### src/lmed_pkg.sv
// Shared types, constants and the luminance function for the 3x3 luma median select.
// No dependencies; every other file in the block uses this package.
`timescale 1ns / 1ps

package lmed_pkg;

    localparam int TAP_COUNT   = 9;
    localparam int PIX_W       = 24;
    localparam int CHAN_W      = 8;
    localparam int LUMA_W      = 18;
    localparam int RANK_W      = $clog2(TAP_COUNT);
    localparam int MEDIAN_RANK = 4;

    localparam logic [LUMA_W-1:0] K_RED   = LUMA_W'(299);
    localparam logic [LUMA_W-1:0] K_GREEN = LUMA_W'(587);
    localparam logic [LUMA_W-1:0] K_BLUE  = LUMA_W'(114);

    typedef logic [PIX_W-1:0]  t_pix;
    typedef logic [LUMA_W-1:0] t_luma;
    typedef logic [RANK_W-1:0] t_rank;

    typedef t_pix  [TAP_COUNT-1:0] t_pix_vec;
    typedef t_luma [TAP_COUNT-1:0] t_luma_vec;
    typedef logic  [TAP_COUNT-1:0] t_hit_vec;

    // 299*R + 587*G + 114*B; peaks at 255000, so 18 bits hold it
    function automatic t_luma luma_of(input t_pix p);
        t_luma r_term;
        t_luma g_term;
        t_luma b_term;
        r_term = LUMA_W'(p[23:16]) * K_RED;
        g_term = LUMA_W'(p[15:8])  * K_GREEN;
        b_term = LUMA_W'(p[7:0])   * K_BLUE;
        return r_term + g_term + b_term;
    endfunction

endpackage

### src/lmed_if.sv
// Valid/ready channel interfaces for the window input and the median output.
// Depends on lmed_pkg for the pixel width.
`timescale 1ns / 1ps

interface lmed_win_if;
    logic                   valid;
    logic                   ready;
    logic [lmed_pkg::PIX_W-1:0] tap_0;
    logic [lmed_pkg::PIX_W-1:0] tap_1;
    logic [lmed_pkg::PIX_W-1:0] tap_2;
    logic [lmed_pkg::PIX_W-1:0] tap_3;
    logic [lmed_pkg::PIX_W-1:0] tap_4;
    logic [lmed_pkg::PIX_W-1:0] tap_5;
    logic [lmed_pkg::PIX_W-1:0] tap_6;
    logic [lmed_pkg::PIX_W-1:0] tap_7;
    logic [lmed_pkg::PIX_W-1:0] tap_8;

    modport source (
        output valid, tap_0, tap_1, tap_2, tap_3, tap_4, tap_5, tap_6, tap_7, tap_8,
        input  ready
    );
    modport sink (
        input  valid, tap_0, tap_1, tap_2, tap_3, tap_4, tap_5, tap_6, tap_7, tap_8,
        output ready
    );
endinterface

interface lmed_med_if;
    logic                   valid;
    logic                   ready;
    logic [lmed_pkg::PIX_W-1:0] median_pixel;

    modport source (
        output valid, median_pixel,
        input  ready
    );
    modport sink (
        input  valid, median_pixel,
        output ready
    );
endinterface

### src/lmed_rank_lane.sv
// One rank lane: counts how many window taps order strictly below this lane's tap
// and flags the tap holding the median rank. Depends on lmed_pkg.
`timescale 1ns / 1ps

module lmed_rank_lane #(
    parameter int LANE = 0
) (
    input  lmed_pkg::t_luma_vec i_lum,
    output logic                o_hit
);

    lmed_pkg::t_luma own;
    lmed_pkg::t_rank rank;

    assign own = i_lum[LANE];

    always_comb begin
        rank = '0;
        for (int b = 0; b < lmed_pkg::TAP_COUNT; b++) begin
            // equal luminance: the lower window position ranks lower
            if (b != LANE) begin
                if ((i_lum[b] < own) || ((i_lum[b] == own) && (b < LANE))) begin
                    rank = rank + lmed_pkg::t_rank'(1);
                end
            end
        end
    end

    assign o_hit = (rank == lmed_pkg::t_rank'(lmed_pkg::MEDIAN_RANK));

endmodule

### src/lmed_merge.sv
// Merge stage: folds the one-hot lane flags into the selected window pixel.
// Depends on lmed_pkg.
`timescale 1ns / 1ps

module lmed_merge (
    input  lmed_pkg::t_pix_vec i_px,
    input  lmed_pkg::t_hit_vec i_hit,
    output lmed_pkg::t_pix     o_pix
);

    always_comb begin
        o_pix = '0;
        for (int a = 0; a < lmed_pkg::TAP_COUNT; a++) begin
            // exactly one flag is set, so an OR of masked pixels selects it
            o_pix = o_pix | (i_px[a] & {lmed_pkg::PIX_W{i_hit[a]}});
        end
    end

endmodule

### src/luma_median_select_3x3_unit.sv
// Top level of the 3x3 luma median select: luminance stage, nine rank lanes,
// merge stage and output register. Depends on lmed_pkg, lmed_if, lmed_rank_lane, lmed_merge.
`timescale 1ns / 1ps

// Usage
// i_win (sink) takes one 3x3 window per transaction, nine packed RGB 8:8:8 taps in
// raster order. o_med (source) returns one transaction per window carrying the
// tap whose luminance 299*R + 587*G + 114*B ranks fifth from the lowest, ties going
// to the lower window position. The pixel is passed through unchanged.
// Pipeline: an input transaction passes the luminance register, the rank register
// and the output register, in that order, before it reaches o_med.
// Throughput: one window per cycle while o_med.ready is high; each tap has its own
// luminance unit and rank lane, so nothing is shared between consecutive windows.
// Stall: when o_med.ready is low the output holds; earlier stages keep filling
// until all three hold a window, and only then i_win.ready drops.
// Reset: i_rst_n (synchronous, active low) empties the pipeline; no windows are lost
// afterwards and no result is produced without an input transaction.
module luma_median_select_3x3_unit (
    input  logic       i_clk,
    input  logic       i_rst_n,
    lmed_win_if.sink   i_win,
    lmed_med_if.source o_med
);

    lmed_pkg::t_pix_vec  in_px;
    lmed_pkg::t_luma_vec in_lum;
    lmed_pkg::t_hit_vec  hit;
    lmed_pkg::t_pix      med;

    logic rdy1, rdy2, rdy3;

    logic                r_v1, r_v2, r_v3;
    lmed_pkg::t_pix_vec  r_px1, r_px2;
    lmed_pkg::t_luma_vec r_lum1;
    lmed_pkg::t_hit_vec  r_hit2;
    lmed_pkg::t_pix      r_med3;

    assign in_px[0] = i_win.tap_0;
    assign in_px[1] = i_win.tap_1;
    assign in_px[2] = i_win.tap_2;
    assign in_px[3] = i_win.tap_3;
    assign in_px[4] = i_win.tap_4;
    assign in_px[5] = i_win.tap_5;
    assign in_px[6] = i_win.tap_6;
    assign in_px[7] = i_win.tap_7;
    assign in_px[8] = i_win.tap_8;

    always_comb begin
        for (int a = 0; a < lmed_pkg::TAP_COUNT; a++) begin
            in_lum[a] = lmed_pkg::luma_of(in_px[a]);
        end
    end

    // a stage advances when it is empty or its successor advances
    assign rdy3 = !r_v3 || o_med.ready;
    assign rdy2 = !r_v2 || rdy3;
    assign rdy1 = !r_v1 || rdy2;

    assign i_win.ready = rdy1;

    genvar g;
    generate
        for (g = 0; g < lmed_pkg::TAP_COUNT; g++) begin : g_lane
            lmed_rank_lane #(.LANE(g)) u_lane (
                .i_lum (r_lum1),
                .o_hit (hit[g])
            );
        end
    endgenerate

    lmed_merge u_merge (
        .i_px  (r_px2),
        .i_hit (r_hit2),
        .o_pix (med)
    );

    always_ff @(posedge i_clk) begin
        if (!i_rst_n) begin
            r_v1 <= 1'b0;
            r_v2 <= 1'b0;
            r_v3 <= 1'b0;
        end else begin
            if (rdy1) begin
                r_v1 <= i_win.valid;
            end
            if (rdy2) begin
                r_v2 <= r_v1;
            end
            if (rdy3) begin
                r_v3 <= r_v2;
            end
        end
    end

    always_ff @(posedge i_clk) begin
        if (rdy1) begin
            r_px1  <= in_px;
            r_lum1 <= in_lum;
        end
        if (rdy2) begin
            r_px2  <= r_px1;
            r_hit2 <= hit;
        end
        if (rdy3) begin
            r_med3 <= med;
        end
    end

    assign o_med.valid        = r_v3;
    assign o_med.median_pixel = r_med3;

endmodule
### src/flat_wrapper.sv
// flat-port wrapper written by rule: the top's interface ports become plain ports
module luma_median_select_3x3_unit_flat 
  (i_clk, i_rst_n, i_win_valid, i_win_tap_0, i_win_tap_1, i_win_tap_2, i_win_tap_3, i_win_tap_4, i_win_tap_5, i_win_tap_6, i_win_tap_7, i_win_tap_8, i_win_ready, o_med_valid, o_med_median_pixel, o_med_ready);
  lmed_win_if i_win_i ();
  lmed_med_if o_med_i ();
  input  logic i_clk;
  input  logic i_rst_n;
  input wire logic [$bits(i_win_i.valid)-1:0] i_win_valid;
  input wire logic [$bits(i_win_i.tap_0)-1:0] i_win_tap_0;
  input wire logic [$bits(i_win_i.tap_1)-1:0] i_win_tap_1;
  input wire logic [$bits(i_win_i.tap_2)-1:0] i_win_tap_2;
  input wire logic [$bits(i_win_i.tap_3)-1:0] i_win_tap_3;
  input wire logic [$bits(i_win_i.tap_4)-1:0] i_win_tap_4;
  input wire logic [$bits(i_win_i.tap_5)-1:0] i_win_tap_5;
  input wire logic [$bits(i_win_i.tap_6)-1:0] i_win_tap_6;
  input wire logic [$bits(i_win_i.tap_7)-1:0] i_win_tap_7;
  input wire logic [$bits(i_win_i.tap_8)-1:0] i_win_tap_8;
  output wire logic [$bits(i_win_i.ready)-1:0] i_win_ready;
  output wire logic [$bits(o_med_i.valid)-1:0] o_med_valid;
  output wire logic [$bits(o_med_i.median_pixel)-1:0] o_med_median_pixel;
  input wire logic [$bits(o_med_i.ready)-1:0] o_med_ready;
  assign i_win_i.valid = i_win_valid;
  assign i_win_i.tap_0 = i_win_tap_0;
  assign i_win_i.tap_1 = i_win_tap_1;
  assign i_win_i.tap_2 = i_win_tap_2;
  assign i_win_i.tap_3 = i_win_tap_3;
  assign i_win_i.tap_4 = i_win_tap_4;
  assign i_win_i.tap_5 = i_win_tap_5;
  assign i_win_i.tap_6 = i_win_tap_6;
  assign i_win_i.tap_7 = i_win_tap_7;
  assign i_win_i.tap_8 = i_win_tap_8;
  assign i_win_ready = i_win_i.ready;
  assign o_med_valid = o_med_i.valid;
  assign o_med_median_pixel = o_med_i.median_pixel;
  assign o_med_i.ready = o_med_ready;
  luma_median_select_3x3_unit u_core (.i_clk(i_clk), .i_rst_n(i_rst_n), .i_win(i_win_i), .o_med(o_med_i));
endmodule
### config.mk
export PLATFORM = sky130hd
export DESIGN_NAME = luma_median_select_3x3_unit_flat
export DESIGN_NICKNAME = d
export VERILOG_FILES = /design/src/lmed_pkg.sv /design/src/lmed_if.sv /design/src/lmed_rank_lane.sv /design/src/lmed_merge.sv /design/src/luma_median_select_3x3_unit.sv /design/src/flat_wrapper.sv
export SDC_FILE = /design/constraint.sdc
export NUM_CORES = 2
export LEC_CHECK = 0
export ABC_AREA = 1
export ABC_CLOCK_PERIOD_IN_PS = 11800
export BUFFER_PORTS_ARGS = -buffer_cell sky130_fd_sc_hd__buf_4
export CORE_MARGIN = 2
export CORE_UTILIZATION = 50
export CTS_CLUSTER_DIAMETER = 120
export DETAILED_ROUTE_END_ITERATION = 8
export HOLD_SLACK_MARGIN = 0.05
export PLACE_DENSITY = 0.66
export SYNTH_ARGS = -nofsm -noshare
export SYNTH_HDL_FRONTEND = slang
export SYNTH_SLANG_ARGS = --single-unit
### constraint.sdc
create_clock -name i_clk -period 11.8 [get_ports i_clk]
set_input_delay 1.18 -clock i_clk [delete_from_list [all_inputs] [get_ports i_clk]]
set_output_delay 1.18 -clock i_clk [all_outputs]
set_load 0.01 [all_outputs]
==> impl_metrics.csv <==
group,metric,value,unit
routing,route.detailed.vias_per_inst,5.42,
place,port_buffers,245,
layout,n_fill_cell,13318,
grt,grtUsageTotal,29.5,%
die,starting_density_of_the_core,50.3,%
clock_network,post_cts_resized,0,
layout,post_route_cells_drive_above_1_share,6.94,%
clock_network,cts_num_sinks,630,
timing,report.final.setup_viol,0,
place,dp_hpwl,179000,um
grt,number_of_global_route_vias_before_repair,55807,
synthesis,yosysUniqueCellTypes,52,
critical_path,crit_path_end_kind,"register",
timing,max-slew-margin-rel,26.9,%
critical_path,cp.arrival,7370,ps
timing,rsz0062_at_grt,"no",
timing,timing.final.max_slew_violations,0,
critical_path,cp.buffers_inverters,4,
synthesis,yosysSeqAreaShare,25.1,%
die,placement_rows,142,
synthesis,syn_nets,10462,
timing,max_freq,144,MHz
place,finalWeightedCongestion,0.975,
critical_path,worst_ep_required_time,12210,ps
die,die_area,154000,um^2
routing,routed_wirelength,225000,um
timing,post-route-period-util,59.0,%
synthesis,yosysWarnings,0,
clock_network,clock_insertion_delay_worst_skew,730,ps
routing,routed-via-count,56327,
timing,number_of_hold_slack_violations_in_the_final_timing_report,0,
layout,nNetsFinal,10819,
timing,fin_worst_skew,66.2,ps
die,vertical_die_dimension,392,um
timing,tightestPinTransition,1100,ps
clock_network,max_h_tree_level,3,
layout,flow.area_growth_from_synthesis,9.42,%
grt,grt_overflow_total,0,
clock_network,ctsHoldBuffers,0,
synthesis,synth-seq-cells,630,
synthesis,syn-cell-area,75300,um^2
synthesis,synthesis.area_per_instance,9.46,um^2
run_status,run_status,"complete, no violations",
clock_network,clk_path_buf_depth,3,
routing,route.detailed.wl_per_inst,21.6,um
critical_path,timing_worst_setup_path_type,"reg -> reg",
timing,min_period,6960,ps
die,fp.dieW,392,um
place,cell_count_post_placement,10257,
synthesis,count_of_flip_flops_with_a_built_in_enable_after_synthesis,627,
synthesis,synth_async_sr_flop_share,0,%
layout,n_antenna_cell,0,
synthesis,netlist_instances,7958,
worst_hold_path,worstHoldPathType,"reg -> reg",
clock_network,cts_post_setup_buffers_inserted,0,
clock_network,tritoncts.num_buffers,72,
clock_network,clock-root-buffer,"clkbuf_16",
grt,largest_net_degree_at_the_start_of_global_routing,154,
routing,ant_nets,0,
critical_path,critical_path.max_fanout,7,
routing,dr.first_iter.drc_count,4631,
routing,drtPass1Iterations,7,
routing,dr_drc_count,0,
layout,layout.cell_area.non_filler,82400,um^2
critical_path,slowest_delay,600,ps
clock_network,tritoncts,"built",
synthesis,postSynth.topFlopCell,"edfxtp_1",
die,coreArea,150000,um^2
critical_path,startpoint_type,"register",
clock_network,clk_transition_reported_paths,60,ps
layout,finished_layout_cells,10390,
timing,setup_tns_after_final_layout,0,ps
grt,grt_antenna_before_repair,4,
place,detailed_place.area,80000,um^2
grt,grt_first_pass_wirelength,334000,um
critical_path,cell_class_contributing_the_biggest_share_of_worst_path_delay,"simple AND/OR/NAND/NOR gates",
job,max_cap_violations,0,
die,io-pin-count,246,
critical_path,cp_common_cell,"nand2_1",
critical_path,crit_path_top_delay_cell,"inv_1",
==> layer usage <==
layer	vias up	part of all wire [%]	GRT usage, %
met3	488	8.2	5.08
met1	27235	42	39.5
met5	-	0.010	0
met2	2098	44	46.0
met4	4	5.8	15.0
li1	26502	-	-
==> kinds of logic after synthesis <==
kind of cell	count (synthesis)	share of synthesized area, %
and+or+nand+nor	1977	11.7
xor gates and xnor gates	211	2.45
adders and majority gates	2284	44.4
buffers and inverters	2061	10.3
AOI/OAI and AO/OA	795	6.09
DFF	630	25.1
==> state kept, by name, summed over array words and instances, names as in the netlist <==
| name | flops |
|---|---|
| u_core.r_px1 | 216 |
| u_core.r_hit2 | 9 |
| u_core.o_med.median_pixel | 24 |
| u_core.r_px2 | 216 |
| u_core.r_lum1 | 162 |
| u_core.r_v1 | 1 |
| u_core.r_v2 | 1 |
| u_core.o_med.valid | 1 |
==> worst reg2reg max path: cells and delay by family, from the launching register on <==
kind	cells	cell delay, ps
and+or+nand+nor	21	3110
adders and majority gates	7	2040
buffers and inverters	4	870
DFF	1	410
AOI/OAI and AO/OA	1	240
==> Yosys cell counts (19+ instances only) <==
cell type / count / area (um^2)
xor2_1: 152 / 1330
a21o_1: 37 / 278
nor3_1: 32 / 160
a221oi_1: 24 / 210
ha_1: 1636 / 20500
nor2_1: 263 / 987
o21bai_1: 32 / 240
a22o_1: 34 / 298
o21a_1: 20 / 150
xnor2_1: 59 / 517
o21ai_1: 19 / 95.1
o21ai_0: 127 / 636
nand3_2: 43 / 430
nand2_2: 52 / 325
fa_1: 648 / 13000
nor2_2: 23 / 144
a21oi_1: 438 / 2190
o211ai_1: 19 / 143
nand4_1: 114 / 713
nand3_1: 257 / 1290
edfxtp_1: 627 / 18800
nand2_1: 1129 / 4240
inv_1: 2030 / 7620
==> metrics by stage <==
stage | hold WS (ps) | util, % | setup WS, ps
after floorplan | 400 | - | 714
after global placement | 401 | 53.5 | 4260
after detailed placement | 405 | 53.5 | 4250
after CTS | 390 | 55.1 | 4970
after global routing | 400 | 55.1 | 4480
final | 387 | 55.1 | 4840
==> area by class of cell <==
type                       instances  area, um^2  area share [%]
timing repair buffer             301        2270            2.76
multi-input combinational       5267       48700            59.1
sequential                       630       18900            22.9
tap                             2016        2520            3.06
clock buffer                      85        1870            2.27
clock inverter                    48         479           0.582
inverter                        2043        7680            9.32
==> worst paths after layout <==
path / slack (ps) / to / start / cells after the start
worst min-delay path: 390 / u_core.r_px2[34]$_DFFE_PP_ / u_core.r_px1[34]$_DFFE_PP_ / 0
worst max-delay path: 4840 / u_core.r_hit2[4]$_DFFE_PP_ / u_core.r_lum1[29]$_DFFE_PP_ / 33
worst max register to register: 4840 / u_core.r_hit2[4]$_DFFE_PP_ / u_core.r_lum1[29]$_DFFE_PP_ / 33
worst min register to register: 390 / u_core.r_px2[34]$_DFFE_PP_ / u_core.r_px1[34]$_DFFE_PP_ / 0
==> cells in the final DEF, fill, tap and decap left out, types with 23 or more instances in the layout <==
cell type / netlist / routed
buf_4: 0 / 300
inv_1: 2030 / 2029
clkbuf_16: 0 / 73
a221oi_1: 24 / 24
o21ai_0: 127 / 127
nand3_2: 43 / 43
o21bai_1: 32 / 32
edfxtp_1: 627 / 627
nand2_2: 52 / 52
a22o_1: 34 / 34
ha_1: 1636 / 1636
a21oi_1: 438 / 438
nand4_1: 114 / 114
nand3_1: 257 / 257
xor2_1: 152 / 152
a21o_1: 37 / 37
fa_1: 648 / 648
nand2_1: 1129 / 1128
nor3_1: 32 / 32
nor2_2: 23 / 23
xnor2_1: 59 / 59
nor2_1: 263 / 263
Power is left out: the tool's default activity adds up to more than one toggle a clock period on the data nets, which glitch-free logic cannot reach.
